File: config.mk
export PLATFORM = sky130hd
export DESIGN_NAME = first_fit_page_allocator
export DESIGN_NICKNAME = d
export VERILOG_FILES = /design/src/design/ffpa_pkg.sv /design/src/design/ffpa_ram.sv /design/src/design/ffpa_ctrl.sv /design/src/design/ffpa_dp.sv /design/src/design/first_fit_page_allocator.sv
export SDC_FILE = /design/constraint.sdc
export NUM_CORES = 2
export LEC_CHECK = 0
export BUFFER_PORTS_ARGS = -buffer_cell sky130_fd_sc_hd__clkbuf_2
export CORE_MARGIN = 2
export CORE_UTILIZATION = 47
export DETAILED_ROUTE_END_ITERATION = 8
export SYNTH_ARGS = -nofsm -noshare
export SYNTH_HDL_FRONTEND = slang
export SYNTH_SLANG_ARGS = --single-unit
export TNS_END_PERCENT = 20
File: constraint.sdc
create_clock -name clk -period 29.7 [get_ports clk]
set_clock_uncertainty 0.2 [all_clocks]
set_input_delay 4.455 -clock clk [delete_from_list [all_inputs] [get_ports clk]]
set_output_delay 4.455 -clock clk [all_outputs]
set_load 0.05 [all_outputs]
File: src/design/ffpa_pkg.sv
// Shared types and constants of the first-fit page allocator.
// Used by every module of the block except ffpa_ram; depends on nothing.
`default_nettype none

package ffpa_pkg;

  localparam int PAGE_SHIFT = 12;
  localparam int PAGE_W     = 20;
  localparam int PAGES_W    = 21;
  localparam int ADDR_W     = 32;
  localparam int ENTRY_W    = PAGE_W + PAGES_W + 1;
  localparam int CFG_W      = 21;

  localparam int MAX_BLOCKS_DEF = 64;

  localparam logic [PAGES_W-1:0] PAGE_SPACE  = 21'h100000;
  localparam logic [PAGE_W-1:0]  BASE_RESET  = 20'd256;
  localparam logic [PAGES_W-1:0] LIMIT_RESET = 21'd16384;

  // Configuration register indexes.
  localparam logic REG_HEAP_BASE  = 1'b0;
  localparam logic REG_HEAP_LIMIT = 1'b1;

  // Result status codes.
  localparam logic [1:0] ST_OK       = 2'd0;
  localparam logic [1:0] ST_NOMEM    = 2'd1;
  localparam logic [1:0] ST_NOTFOUND = 2'd2;

  // Table write selections.
  localparam logic [2:0] WR_NONE  = 3'd0;
  localparam logic [2:0] WR_HIT   = 3'd1;
  localparam logic [2:0] WR_SPLIT = 3'd2;
  localparam logic [2:0] WR_BUMP  = 3'd3;
  localparam logic [2:0] WR_MERGE = 3'd4;
  localparam logic [2:0] WR_FREE  = 3'd5;

  // Pending result selections.
  localparam logic [2:0] RES_NONE       = 3'd0;
  localparam logic [2:0] RES_GRANT_HIT  = 3'd1;
  localparam logic [2:0] RES_GRANT_BUMP = 3'd2;
  localparam logic [2:0] RES_FREED      = 3'd3;
  localparam logic [2:0] RES_NOMEM      = 3'd4;
  localparam logic [2:0] RES_NOTFOUND   = 3'd5;

  typedef struct packed {
    logic       load_req;
    logic       idx_clr;
    logic       idx_inc;
    logic [2:0] wr_sel;
    logic [2:0] res_sel;
    logic       f_load;
    logic       merge_acc;
    logic       merged_clr;
    logic       out_load;
  } ffpa_cmd_t;

  typedef struct packed {
    logic is_free;
    logic empty;
    logic idx_last;
    logic alloc_hit;
    logic split_ok;
    logic bump_ok;
    logic free_hit;
    logic merge_hit;
    logic merged;
    logic out_free;
  } ffpa_stat_t;

endpackage

`default_nettype wire

File: src/design/ffpa_ram.sv
// Generic single-write, single-read RAM with registered read data.
// Depends on nothing.
`default_nettype none

module ffpa_ram #(
  parameter int WIDTH = 8,
  parameter int DEPTH = 64
) (
  input  wire logic                     clk,
  input  wire logic                     we,
  input  wire logic [$clog2(DEPTH)-1:0] waddr,
  input  wire logic [WIDTH-1:0]         wdata,
  input  wire logic [$clog2(DEPTH)-1:0] raddr,
  output logic      [WIDTH-1:0]         rdata
);

  logic [WIDTH-1:0] mem [DEPTH];

  // Write port and registered read port.
  always_ff @(posedge clk) begin
    if (we) begin
      mem[waddr] <= wdata;
    end
    rdata <= mem[raddr];
  end

endmodule

`default_nettype wire

File: src/design/ffpa_ctrl.sv
// Controller of the allocator: sequences table scans, writes and results.
// Depends on ffpa_pkg.
`default_nettype none

module ffpa_ctrl
  import ffpa_pkg::*;
(
  input  wire logic       clk,
  input  wire logic       rst,
  input  wire logic       in_valid,
  output logic            in_ready,
  input  wire ffpa_stat_t stat,
  output ffpa_cmd_t       cmd
);

  localparam logic [3:0] S_IDLE  = 4'd0;
  localparam logic [3:0] S_START = 4'd1;
  localparam logic [3:0] S_A_RD  = 4'd2;
  localparam logic [3:0] S_A_EV  = 4'd3;
  localparam logic [3:0] S_SPLIT = 4'd4;
  localparam logic [3:0] S_BUMP  = 4'd5;
  localparam logic [3:0] S_F_RD  = 4'd6;
  localparam logic [3:0] S_F_EV  = 4'd7;
  localparam logic [3:0] S_M_RD  = 4'd8;
  localparam logic [3:0] S_M_EV  = 4'd9;
  localparam logic [3:0] S_F_WB  = 4'd10;
  localparam logic [3:0] S_DONE  = 4'd11;

  logic [3:0] state;
  logic [3:0] state_next;

  assign in_ready = (state == S_IDLE);

  always_ff @(posedge clk) begin
    if (rst) begin
      state <= S_IDLE;
    end else begin
      state <= state_next;
    end
  end

  // Next state and commands.
  always_comb begin
    state_next = state;
    cmd        = '0;
    cmd.wr_sel  = WR_NONE;
    cmd.res_sel = RES_NONE;
    case (state)
      S_IDLE: begin
        if (in_valid) begin
          cmd.load_req = 1'b1;
          cmd.idx_clr  = 1'b1;
          state_next   = S_START;
        end
      end
      S_START: begin
        if (stat.is_free) begin
          if (stat.empty) begin
            cmd.res_sel = RES_NOTFOUND;
            state_next  = S_DONE;
          end else begin
            state_next = S_F_RD;
          end
        end else begin
          state_next = stat.empty ? S_BUMP : S_A_RD;
        end
      end
      S_A_RD: state_next = S_A_EV;
      S_A_EV: begin
        if (stat.alloc_hit) begin
          cmd.wr_sel  = WR_HIT;
          cmd.res_sel = RES_GRANT_HIT;
          state_next  = stat.split_ok ? S_SPLIT : S_DONE;
        end else if (stat.idx_last) begin
          state_next = S_BUMP;
        end else begin
          cmd.idx_inc = 1'b1;
          state_next  = S_A_RD;
        end
      end
      S_SPLIT: begin
        cmd.wr_sel = WR_SPLIT;
        state_next = S_DONE;
      end
      S_BUMP: begin
        if (stat.bump_ok) begin
          cmd.wr_sel  = WR_BUMP;
          cmd.res_sel = RES_GRANT_BUMP;
        end else begin
          cmd.res_sel = RES_NOMEM;
        end
        state_next = S_DONE;
      end
      S_F_RD: state_next = S_F_EV;
      S_F_EV: begin
        if (stat.free_hit) begin
          cmd.f_load     = 1'b1;
          cmd.merged_clr = 1'b1;
          cmd.idx_clr    = 1'b1;
          state_next     = S_M_RD;
        end else if (stat.idx_last) begin
          cmd.res_sel = RES_NOTFOUND;
          state_next  = S_DONE;
        end else begin
          cmd.idx_inc = 1'b1;
          state_next  = S_F_RD;
        end
      end
      S_M_RD: state_next = S_M_EV;
      S_M_EV: begin
        if (stat.merge_hit) begin
          cmd.wr_sel    = WR_MERGE;
          cmd.merge_acc = 1'b1;
        end
        if (!stat.idx_last) begin
          cmd.idx_inc = 1'b1;
          state_next  = S_M_RD;
        end else if (stat.merged || stat.merge_hit) begin
          // Another pass is needed until one absorbs nothing.
          cmd.merged_clr = 1'b1;
          cmd.idx_clr    = 1'b1;
          state_next     = S_M_RD;
        end else begin
          state_next = S_F_WB;
        end
      end
      S_F_WB: begin
        cmd.wr_sel  = WR_FREE;
        cmd.res_sel = RES_FREED;
        state_next  = S_DONE;
      end
      S_DONE: begin
        if (stat.out_free) begin
          cmd.out_load = 1'b1;
          state_next   = S_IDLE;
        end
      end
      default: state_next = S_IDLE;
    endcase
  end

endmodule

`default_nettype wire

File: src/design/ffpa_dp.sv
// Datapath of the allocator: registers, entry table, compares and result beat.
// Depends on ffpa_pkg and ffpa_ram.
`default_nettype none

module ffpa_dp
  import ffpa_pkg::*;
#(
  parameter int MAX_BLOCKS = MAX_BLOCKS_DEF
) (
  input  wire logic              clk,
  input  wire logic              rst,
  input  wire logic              cfg_we,
  input  wire logic              cfg_index,
  input  wire logic [CFG_W-1:0]  cfg_data,
  input  wire logic              action,
  input  wire logic [ADDR_W-1:0] request_bytes,
  input  wire logic [ADDR_W-1:0] free_address,
  output logic                   out_valid,
  input  wire logic              out_ready,
  output logic      [ADDR_W-1:0] granted_address,
  output logic                   ok,
  output logic      [1:0]        status,
  input  wire ffpa_cmd_t         cmd,
  output ffpa_stat_t             stat
);

  localparam int IW = $clog2(MAX_BLOCKS);
  localparam int CW = $clog2(MAX_BLOCKS + 1);
  localparam logic [CW-1:0] COUNT_MAX = CW'(MAX_BLOCKS);

  // Request and configuration registers.
  logic               is_free;
  logic [PAGES_W-1:0] need;
  logic [ADDR_W-1:0]  free_addr;
  logic [PAGES_W-1:0] heap_limit;
  logic [PAGES_W-1:0] heap_next;
  logic [CW-1:0]      count;
  logic [IW-1:0]      idx;

  // Allocation hit and free target registers.
  logic [PAGE_W-1:0]  hit_base;
  logic [PAGES_W-1:0] hit_have;
  logic [IW-1:0]      f_idx;
  logic [PAGE_W-1:0]  f_base;
  logic [PAGES_W-1:0] f_pages;
  logic [PAGES_W:0]   f_end;
  logic               merged;

  // Pending result.
  logic [ADDR_W-1:0]  res_addr;
  logic               res_ok;
  logic [1:0]         res_status;

  // Table port signals.
  logic               we;
  logic [IW-1:0]      waddr;
  logic [ENTRY_W-1:0] wdata;
  logic [ENTRY_W-1:0] rdata;
  logic [PAGE_W-1:0]  rd_base;
  logic [PAGES_W-1:0] rd_pages;
  logic               rd_used;

  logic [ADDR_W:0]    round_sum;
  logic [PAGES_W-1:0] need_calc;
  logic [PAGES_W-1:0] ceil_page;
  logic [PAGE_W-1:0]  split_base;

  ffpa_ram #(.WIDTH(ENTRY_W), .DEPTH(MAX_BLOCKS)) u_table (
    .clk   (clk),
    .we    (we),
    .waddr (waddr),
    .wdata (wdata),
    .raddr (idx),
    .rdata (rdata)
  );

  assign rd_base  = rdata[ENTRY_W-1 -: PAGE_W];
  assign rd_pages = rdata[PAGES_W:1];
  assign rd_used  = rdata[0];

  // Page count of the request, rounded up without wrap; zero asks for one page.
  assign round_sum = {1'b0, request_bytes} + (ADDR_W+1)'(12'hFFF);
  always_comb begin
    need_calc = round_sum[ADDR_W:PAGE_SHIFT];
    if (need_calc == '0) begin
      need_calc = PAGES_W'(1);
    end
  end

  assign ceil_page  = (heap_limit > PAGE_SPACE) ? PAGE_SPACE : heap_limit;
  assign split_base = hit_base + need[PAGE_W-1:0];

  // Status toward the controller.
  always_comb begin
    stat.is_free   = is_free;
    stat.empty     = (count == '0);
    stat.idx_last  = ((CW'(idx) + CW'(1)) >= count);
    stat.alloc_hit = !rd_used && (rd_pages >= need);
    stat.split_ok  = (rd_pages > need) && (count < COUNT_MAX);
    stat.bump_ok   = (count < COUNT_MAX) && (heap_next <= ceil_page) &&
                     (need <= (ceil_page - heap_next));
    stat.free_hit  = rd_used && ({rd_base, 12'h000} == free_addr);
    stat.merge_hit = (idx != f_idx) && !rd_used && (rd_pages != '0) &&
                     ({2'b00, rd_base} == f_end);
    stat.merged    = merged;
    stat.out_free  = !out_valid || out_ready;
  end

  // Table write selection.
  always_comb begin
    we    = 1'b1;
    waddr = idx;
    wdata = {rd_base, rd_pages, rd_used};
    case (cmd.wr_sel)
      WR_HIT:   wdata = {rd_base, stat.split_ok ? need : rd_pages, 1'b1};
      WR_SPLIT: begin
        waddr = count[IW-1:0];
        wdata = {split_base, hit_have - need, 1'b0};
      end
      WR_BUMP:  begin
        waddr = count[IW-1:0];
        wdata = {heap_next[PAGE_W-1:0], need, 1'b1};
      end
      WR_MERGE: wdata = {rd_base, {PAGES_W{1'b0}}, 1'b0};
      WR_FREE:  begin
        waddr = f_idx;
        wdata = {f_base, f_pages, 1'b0};
      end
      default:  we = 1'b0;
    endcase
  end

  // Control registers.
  always_ff @(posedge clk) begin
    if (rst) begin
      heap_limit <= LIMIT_RESET;
      heap_next  <= {1'b0, BASE_RESET};
      count      <= '0;
      merged     <= 1'b0;
      out_valid  <= 1'b0;
    end else begin
      if (cfg_we) begin
        case (cfg_index)
          REG_HEAP_BASE: begin
            if (count == '0) begin
              heap_next <= {1'b0, cfg_data[PAGE_W-1:0]};
            end
          end
          REG_HEAP_LIMIT: heap_limit <= cfg_data;
          default: ;
        endcase
      end
      if (cmd.wr_sel == WR_BUMP) begin
        heap_next <= heap_next + need;
      end
      if (cmd.wr_sel == WR_BUMP || cmd.wr_sel == WR_SPLIT) begin
        count <= count + CW'(1);
      end
      if (cmd.merged_clr) begin
        merged <= 1'b0;
      end else if (cmd.merge_acc) begin
        merged <= 1'b1;
      end
      if (cmd.out_load) begin
        out_valid <= 1'b1;
      end else if (out_ready) begin
        out_valid <= 1'b0;
      end
    end
  end

  // Payload registers.
  always_ff @(posedge clk) begin
    if (cmd.load_req) begin
      is_free   <= action;
      need      <= need_calc;
      free_addr <= free_address;
    end
    if (cmd.idx_clr) begin
      idx <= '0;
    end else if (cmd.idx_inc) begin
      idx <= idx + IW'(1);
    end
    if (cmd.wr_sel == WR_HIT) begin
      hit_base <= rd_base;
      hit_have <= rd_pages;
    end
    if (cmd.f_load) begin
      f_idx   <= idx;
      f_base  <= rd_base;
      f_pages <= rd_pages;
      f_end   <= {2'b00, rd_base} + {1'b0, rd_pages};
    end else if (cmd.merge_acc) begin
      f_pages <= f_pages + rd_pages;
      f_end   <= f_end + {1'b0, rd_pages};
    end
    case (cmd.res_sel)
      RES_GRANT_HIT: begin
        res_addr <= {rd_base, 12'h000};
        res_ok <= 1'b1;
        res_status <= ST_OK;
      end
      RES_GRANT_BUMP: begin
        res_addr <= {heap_next[PAGE_W-1:0], 12'h000};
        res_ok <= 1'b1;
        res_status <= ST_OK;
      end
      RES_FREED: begin
        res_addr <= '0;
        res_ok <= 1'b1;
        res_status <= ST_OK;
      end
      RES_NOMEM: begin
        res_addr <= '0;
        res_ok <= 1'b0;
        res_status <= ST_NOMEM;
      end
      RES_NOTFOUND: begin
        res_addr <= '0;
        res_ok <= 1'b0;
        res_status <= ST_NOTFOUND;
      end
      default: ;
    endcase
    if (cmd.out_load) begin
      granted_address <= res_addr;
      ok              <= res_ok;
      status          <= res_status;
    end
  end

endmodule

`default_nettype wire

File: src/design/first_fit_page_allocator.sv
// First-fit page allocator: an allocate or free request takes one beat in and
// gives one result beat out. Each request is served alone. The table is one RAM
// with a registered read port and the scan reads one entry at a time: an allocate
// scans up to the fill count, a free scans to its entry and then makes full merge
// passes over the table until one absorbs nothing. A finished result waits in an
// output register; the next request is taken once it is there.
// The table needs no clearing after reset.
// Depends on ffpa_pkg, ffpa_ctrl and ffpa_dp.
`default_nettype none

module first_fit_page_allocator
  import ffpa_pkg::*;
#(
  parameter int MAX_BLOCKS = MAX_BLOCKS_DEF
) (
  input  wire logic              clk,
  input  wire logic              rst,
  input  wire logic              cfg_we,
  input  wire logic              cfg_index,
  input  wire logic [CFG_W-1:0]  cfg_data,
  input  wire logic              in_valid,
  output logic                   in_ready,
  input  wire logic              action,
  input  wire logic [ADDR_W-1:0] request_bytes,
  input  wire logic [ADDR_W-1:0] free_address,
  output logic                   out_valid,
  input  wire logic              out_ready,
  output logic      [ADDR_W-1:0] granted_address,
  output logic                   ok,
  output logic      [1:0]        status
);

  ffpa_cmd_t  cmd;
  ffpa_stat_t stat;

  ffpa_ctrl u_ctrl (
    .clk      (clk),
    .rst      (rst),
    .in_valid (in_valid),
    .in_ready (in_ready),
    .stat     (stat),
    .cmd      (cmd)
  );

  ffpa_dp #(.MAX_BLOCKS(MAX_BLOCKS)) u_dp (
    .clk             (clk),
    .rst             (rst),
    .cfg_we          (cfg_we),
    .cfg_index       (cfg_index),
    .cfg_data        (cfg_data),
    .action          (action),
    .request_bytes   (request_bytes),
    .free_address    (free_address),
    .out_valid       (out_valid),
    .out_ready       (out_ready),
    .granted_address (granted_address),
    .ok              (ok),
    .status          (status),
    .cmd             (cmd),
    .stat            (stat)
  );

  // A request is served alone: no second beat right after one is taken.
  a_one_at_a_time: assert property (@(posedge clk) disable iff (rst)
    (in_valid && in_ready) |=> !in_ready)
    else $error("request taken while another is in service");

  // Success and status agree on every result beat.
  a_ok_status: assert property (@(posedge clk) disable iff (rst)
    out_valid |-> (ok == (status == ST_OK)))
    else $error("ok and status disagree");

  // A granted address is page aligned and a failure grants nothing.
  a_grant_form: assert property (@(posedge clk) disable iff (rst)
    out_valid |-> ((granted_address[11:0] == 12'h000) &&
                   (ok || (granted_address == '0))))
    else $error("malformed granted address");

endmodule

`default_nettype wire
* Word-level counts from Yosys, hierarchy flattened
Memory sizes are Yosys's and may differ from the RTL's. A register that Yosys moved wholly into a read port is not among the register bits. Cells that the tools add are included.
Operators by class: add/subtract/negate cells 11, magnitude comparators 7, equal/unequal tests 27, muxes and demuxes 59, reductions and logical operators 34
Operators with widths (number):
- $pmux W42 S5 | 1
- $mux W21 | 8
- $pmux W32 S3 | 1
- $mux W22 | 2
- $add A21 B21 Y21 | 2
- $le A21 B21 Y1 | 2
- $sub A21 B21 Y21 | 2
- $pmux W4 S10 | 1
- $mux W4 | 9
- $add A32 B12 Y33 const B | 1
- $eq A32 B32 Y1 | 1
- $pmux W3 S5 | 2
- $mux W3 | 8
- $add A20 B21 Y22 | 1
- $add A22 B21 Y22 | 1
- $eq A20 B22 Y1 | 1
- $ge A21 B21 Y1 | 1
- $gt A21 B21 Y1 | 1
- $gt A21 B21 Y1 const B | 1
- $logic_not A21 Y1 | 1
- $reduce_bool A21 Y1 | 1
- $add A20 B20 Y20 | 1
- $mux W1 | 17
- $eq A4 B3 Y1 const B | 4
- 31 further kinds | 68
Storage, ports and cells: register bits after elaboration 295, RAM bits 2688, bits of input ports 92, output and inout bits 37, logic and storage cells 161, memories kept 1
Memory list:
- u_dp.u_table.mem | words 64, bits a word 42, read ports 1, clocked after memory_dff 1, write ports 1, line ffpa_ram.sv:17 | logic [WIDTH-1:0] mem [DEPTH];

* Depth between registers and ports, before layout
word-level depth 12, mapped depth 28

* By module
From an unflattened synthesis, not the netlist that was laid out.
Second synthesis, totals: cells, all modules 6456, area total of the unflattened synthesis 123101.8 um^2
Modules (own cells, without submodules):
- ffpa_ram | times used 1, cells an instance 4352, area each 103351.6 um^2, seq. area each 81558.2 um^2
- ffpa_dp | times used 1, cells an instance 2014, area each 19139.6 um^2, seq. area each 7447.1 um^2
- ffpa_ctrl | times used 1, cells an instance 90, area each 610.6 um^2, seq. area each 80.1 um^2

* Worst setup path before layout
OpenSTA, ideal clock, no wires.
path type reg2reg, from reg u_dp.heap_limit[20], to mem u_dp.u_table.mem[31][0] in the netlist's numbering (enable), arrival 9.158 ns, path slack 19.796 ns, stages on the path, launching flop included 29, buffers on the path 3, clock period less this slack 9.904 ns, cell sequence dfxtp_1 > clkbuf_1 > nand2b_1 > ha_1 > inv_1 > fa_1 > a21o_1 > a21oi_1 > nor2b_1 > o21a_1 > o211ai_1 > a31oi_1 > a21o_1 > a21o_1 > a21oi_1 > xor2_1 > ha_1 > nand4_1 > nor3_2 > nand4_1 > a31oi_1 > a21boi_2 > o21ai_2 > o21ba_1 > buf_6 > buf_2 > a21oi_1 > nand4_1 > nor4_1
Between the ends: cells in the longest elaborated chain, start to end 12
RTL lines:
- start, declared | line ffpa_dp.sv:35 | logic [PAGES_W-1:0] heap_limit;
- start signal, assigned | line ffpa_dp.sv:149 | REG_HEAP_LIMIT: heap_limit <= cfg_data;
- $gt A21 B21 Y1 | line ffpa_dp.sv:90 | assign ceil_page = (heap_limit > PAGE_SPACE) ? PAGE_SPACE : heap_limit;
- $mux W21 (*) | line ffpa_dp.sv:90
- $sub A21 B21 Y21 / $le A21 B21 Y1 (equally long branches) | line ffpa_dp.sv:101, ffpa_dp.sv:100
- $le A21 B21 Y1 / $logic_and A1 B1 Y1 (equally long branches) | line ffpa_dp.sv:101, ffpa_dp.sv:100
- $logic_and A1 B1 Y1 (*) | line ffpa_dp.sv:100 | stat.bump_ok = (count < COUNT_MAX) && (heap_next <= ceil_page) &&
- $mux W2 (*) | line ffpa_ctrl.sv:86 | if (stat.bump_ok) begin
- $pmux W3 S5 (*) | line ffpa_ctrl.sv:48 | case (state)
- $eq A3 B3 Y1, or another cell as far along | line ffpa_dp.sv:114 | case (cmd.wr_sel)
- $reduce_or A5 Y1 (no line)
- $mux W1 | line ffpa_dp.sv:114
- $mux W1 | line ffpa_ram.sv:21 | if (we) begin
- $mux W1 (implied by the code) | line ffpa_ram.sv:22 | mem[waddr] <= wdata;
- end, declared | line ffpa_ram.sv:17
Every way passes the cells marked *; elsewhere a longest branch is shown, timed or not.

* Worst setup path in the final report
from reg u_dp.heap_limit[20], to mem u_dp.u_table.mem[31][8] in the netlist's numbering (enable)
The elaborated chain is that of the path after synthesis.

==> results.cfg <==
[logic_synthesis]
ys_types = 79
syn_inst = 5876
number_of_synthesis_warnings = 0
synth_sequential_area_ratio = 0.733
synth_area_um2 = 121000
avgSynthCellArea_um2 = 20.7
synth-edff-count = 2898
synth.ff_latch_count = 3001
synthArstFlopShare = 0
top_ff_cell_synth = edfxtp_1

[floorplan]
boundary_pin_count = 129
initial_core_util = 0.473
std_cell_rows = 186
dieHeight_um = 512
chipWidth_um = 512
fp.dieArea_um2 = 263000
core_region_area_um2 = 257000

[power_and_ir_drop]
total_power_w = 0.0116
p_leak_nw = 43.1
ir_drop_uv = 92.8
power.density_cell_area_nw_per_um2 = 84.1

[setup_path]
worst_ep_required_time_ps = 29970
regToRegStartpoint = u_dp.heap_limit[20]$_SDFFE_PP0P_
endpoint_kind = register
setup.worst_path.start = u_dp.heap_limit[20]$_SDFFE_PP0P_
path_class = reg2reg
crit_path_start_kind = register
critical_path_arrival_ps = 9600
crit_fanout = 42

[hold_path]
min-delay-start = u_dp.res_addr[17]$_DFFE_PP_
min-delay-path-class = reg2reg

[cts]
clk-insertion-delay-late_ps = 870
ctsHtreeMaxLevel = 5
cts_root_buffer = clkbuf_16
hold_fix_buffers_cts = 0
number_of_sinks_driven_by_the_clock_tree = 3001
tritoncts = built
worst_setup_hold_path_clk_slew_ps = 60
tritoncts.num_buffers = 320
post-cts-setup-buffer-count = 0
cts_max_path_buffers = 4
cts-resized-gates = 0

[placement]
gp_congestion = 0.888
dp_hpwl_um = 191000
io_buffers = 116
placedInstanceArea_um2 = 128000

[timing]
final-hold-violation-count = 0
clock.fmax_mhz = 107
grt_setup_unrepaired = false
slew_viol_final = 0
timing.final.setup_violations = 0
worst_pin_slew_ps = 1170
timing.slew.headroom = 0.219
setup_tns_ps = 0
finalWorstPathRequiredPeriod_ps = 9330
final.period_utilization = 0.314

[drt]
detail_route.vias_per_cell = 6.13
drt-initial-drc-count = 6973
drt_pass1_iterations = 6
dr_total_vias = 60589
drt-wirelength-per-cell_um = 32.4
drtAntennaViolNets = 0
detail_route.wirelength_um = 320000
drc = 0

[global_routing]
grt_util_met2 = 0.383
grtUsageTotal = 0.243
grt_pass1_wl_um = 456000
maximum_number_of_pins_on_one_net_before_global_route_repair = 120
use_met3 = 0.0386
number_of_global_route_vias_before_repair = 60345
global_route.usage.met1 = 0.352
globalRouteOverflowTotal = 0
grt_busiest_layer = met2
antenna_found_initial = 19

[finish]
area.growth.synth_to_final_pct = 13.2
final_common_cell = edfxtp_1
design_area_um2 = 137000
final_layout_size_suffix_gt1_frac = 0.273
final_util = 0.535
mostFrequentLayoutCells = edfxtp_1 (2,898), mux4_2 (882), clkbuf_16 (329)
design.final.nets = 6509

[outcome]
status = completed

[job]
cap_violations = 0
-- power by group --
part,switching [W],internal [W],total [W]
Combinational,0.00156,0.000604,0.00216
Sequential,0.000123,0.00545,0.00558
Clock,0.00162,0.00220,0.00381
-- worst paths after layout --
path	to	slack [ps]	cells after the start
worst max-delay path	u_dp.u_table.mem[31][8]$_DFFE_PP_	20370	26
worst max register to register	u_dp.u_table.mem[31][8]$_DFFE_PP_	20370	26
worst min-delay path	u_dp.granted_address[17]$_DFFE_PP_	220	0
worst min register to register	u_dp.granted_address[17]$_DFFE_PP_	220	0
-- cell families after synthesis --
logic type / Yosys count / synth area share
AND/OR/NAND/NOR: 755 / 0.0292
adder cells (fa/ha/maj): 181 / 0.0190
other: 1 / 0.0000309
buffers and inverters: 355 / 0.0115
XOR/XNOR: 179 / 0.0129
flip-flops: 3001 / 0.733
multiplexers: 908 / 0.166
AO/OA/AOI/OAI: 496 / 0.0282
-- metrics by stage --
stage / setup WS, ps / hold WS, ps / instances
after detailed placement: 20590 / 205 / 9298
after global routing: 19830 / 227 / 9872
final: 20370 / 219 / 9878
after CTS: 20550 / 223 / 9871
after floorplan: 19800 / 200 / 5887
after global placement: 20660 / 204 / 9298
-- Yosys cell counts, types with 31 or more instances --
| cell | instances | area share |
|---|---|---|
| inv_1 | 84 | 0.0026 |
| nor3_1 | 37 | 0.0015 |
| a222oi_1 | 31 | 0.0026 |
| nor4_1 | 33 | 0.0017 |
| nand3_1 | 44 | 0.0018 |
| nor2_1 | 189 | 0.0058 |
| nand2_1 | 270 | 0.0083 |
| a21oi_1 | 147 | 0.0061 |
| nor2b_1 | 42 | 0.0022 |
| a21o_1 | 68 | 0.0042 |
| dfxtp_1 | 103 | 0.017 |
| clkbuf_1 | 183 | 0.0057 |
| nand4_1 | 32 | 0.0016 |
| o21ai_0 | 78 | 0.0032 |
| buf_1 | 67 | 0.0021 |
| xnor2_1 | 102 | 0.0074 |
| mux4_2 | 882 | 0.16 |
| xor2_1 | 77 | 0.0056 |
| ha_1 | 175 | 0.018 |
| edfxtp_1 | 2898 | 0.72 |
-- routing by layer --
metal  vias up  share of wire
met5         -              0
met4         0          0.030
met3       458          0.073
met2      2398           0.48
met1     32503           0.42
li1      25230              -
-- flip-flops by register name, indices dropped and copies added (netlist names), 6 cells and up --
signal	cells
u_dp.count	7
u_dp.f_base	20
u_dp.f_end	22
u_dp.f_idx	6
u_dp.f_pages	21
u_dp.free_addr	32
u_dp.granted_address	20
u_dp.heap_limit	21
u_dp.heap_next	21
u_dp.hit_base	20
u_dp.hit_have	21
u_dp.idx	6
u_dp.need	21
u_dp.res_addr	20
u_dp.u_table.mem	2688
u_dp.u_table.rdata	42
-- critical path, cell delays in order, from the launching register on --
cell and delay (ps):
dfxtp_1 680, nand2b_1 180, ha_1 170, inv_1 60, fa_1 420, a21o_1 200
a21oi_1 210, nor2b_1 70, o21a_1 230, o211ai_1 280, a31oi_1 170, a21o_1 240
a21o_1 190, a21oi_1 160, xor2_1 100, ha_1 300, nand4_1 170, nor3_2 300
nand4_1 180, a31oi_1 180, a21boi_2 380, o211ai_2 350, nand2_4 400, or3_1 860
nand4_1 920, nor4_2 480, buf_4 790
-- layout make-up --
| class | instances | area [µm²] |
|---|---|---|
| fillers | 19814 | 119000 |
| flip-flops and latches | 3001 | 89100 |
| multi-input cells | 2531 | 31800 |
| clock buffers | 427 | 8760 |
| well taps | 3384 | 4230 |
| repair buffers | 298 | 2050 |
| clock inverters | 146 | 1150 |
| inverters | 84 | 315 |
| diodes | 7 | 17.5 |
Note: power is estimated with default switching activity, not from simulation.
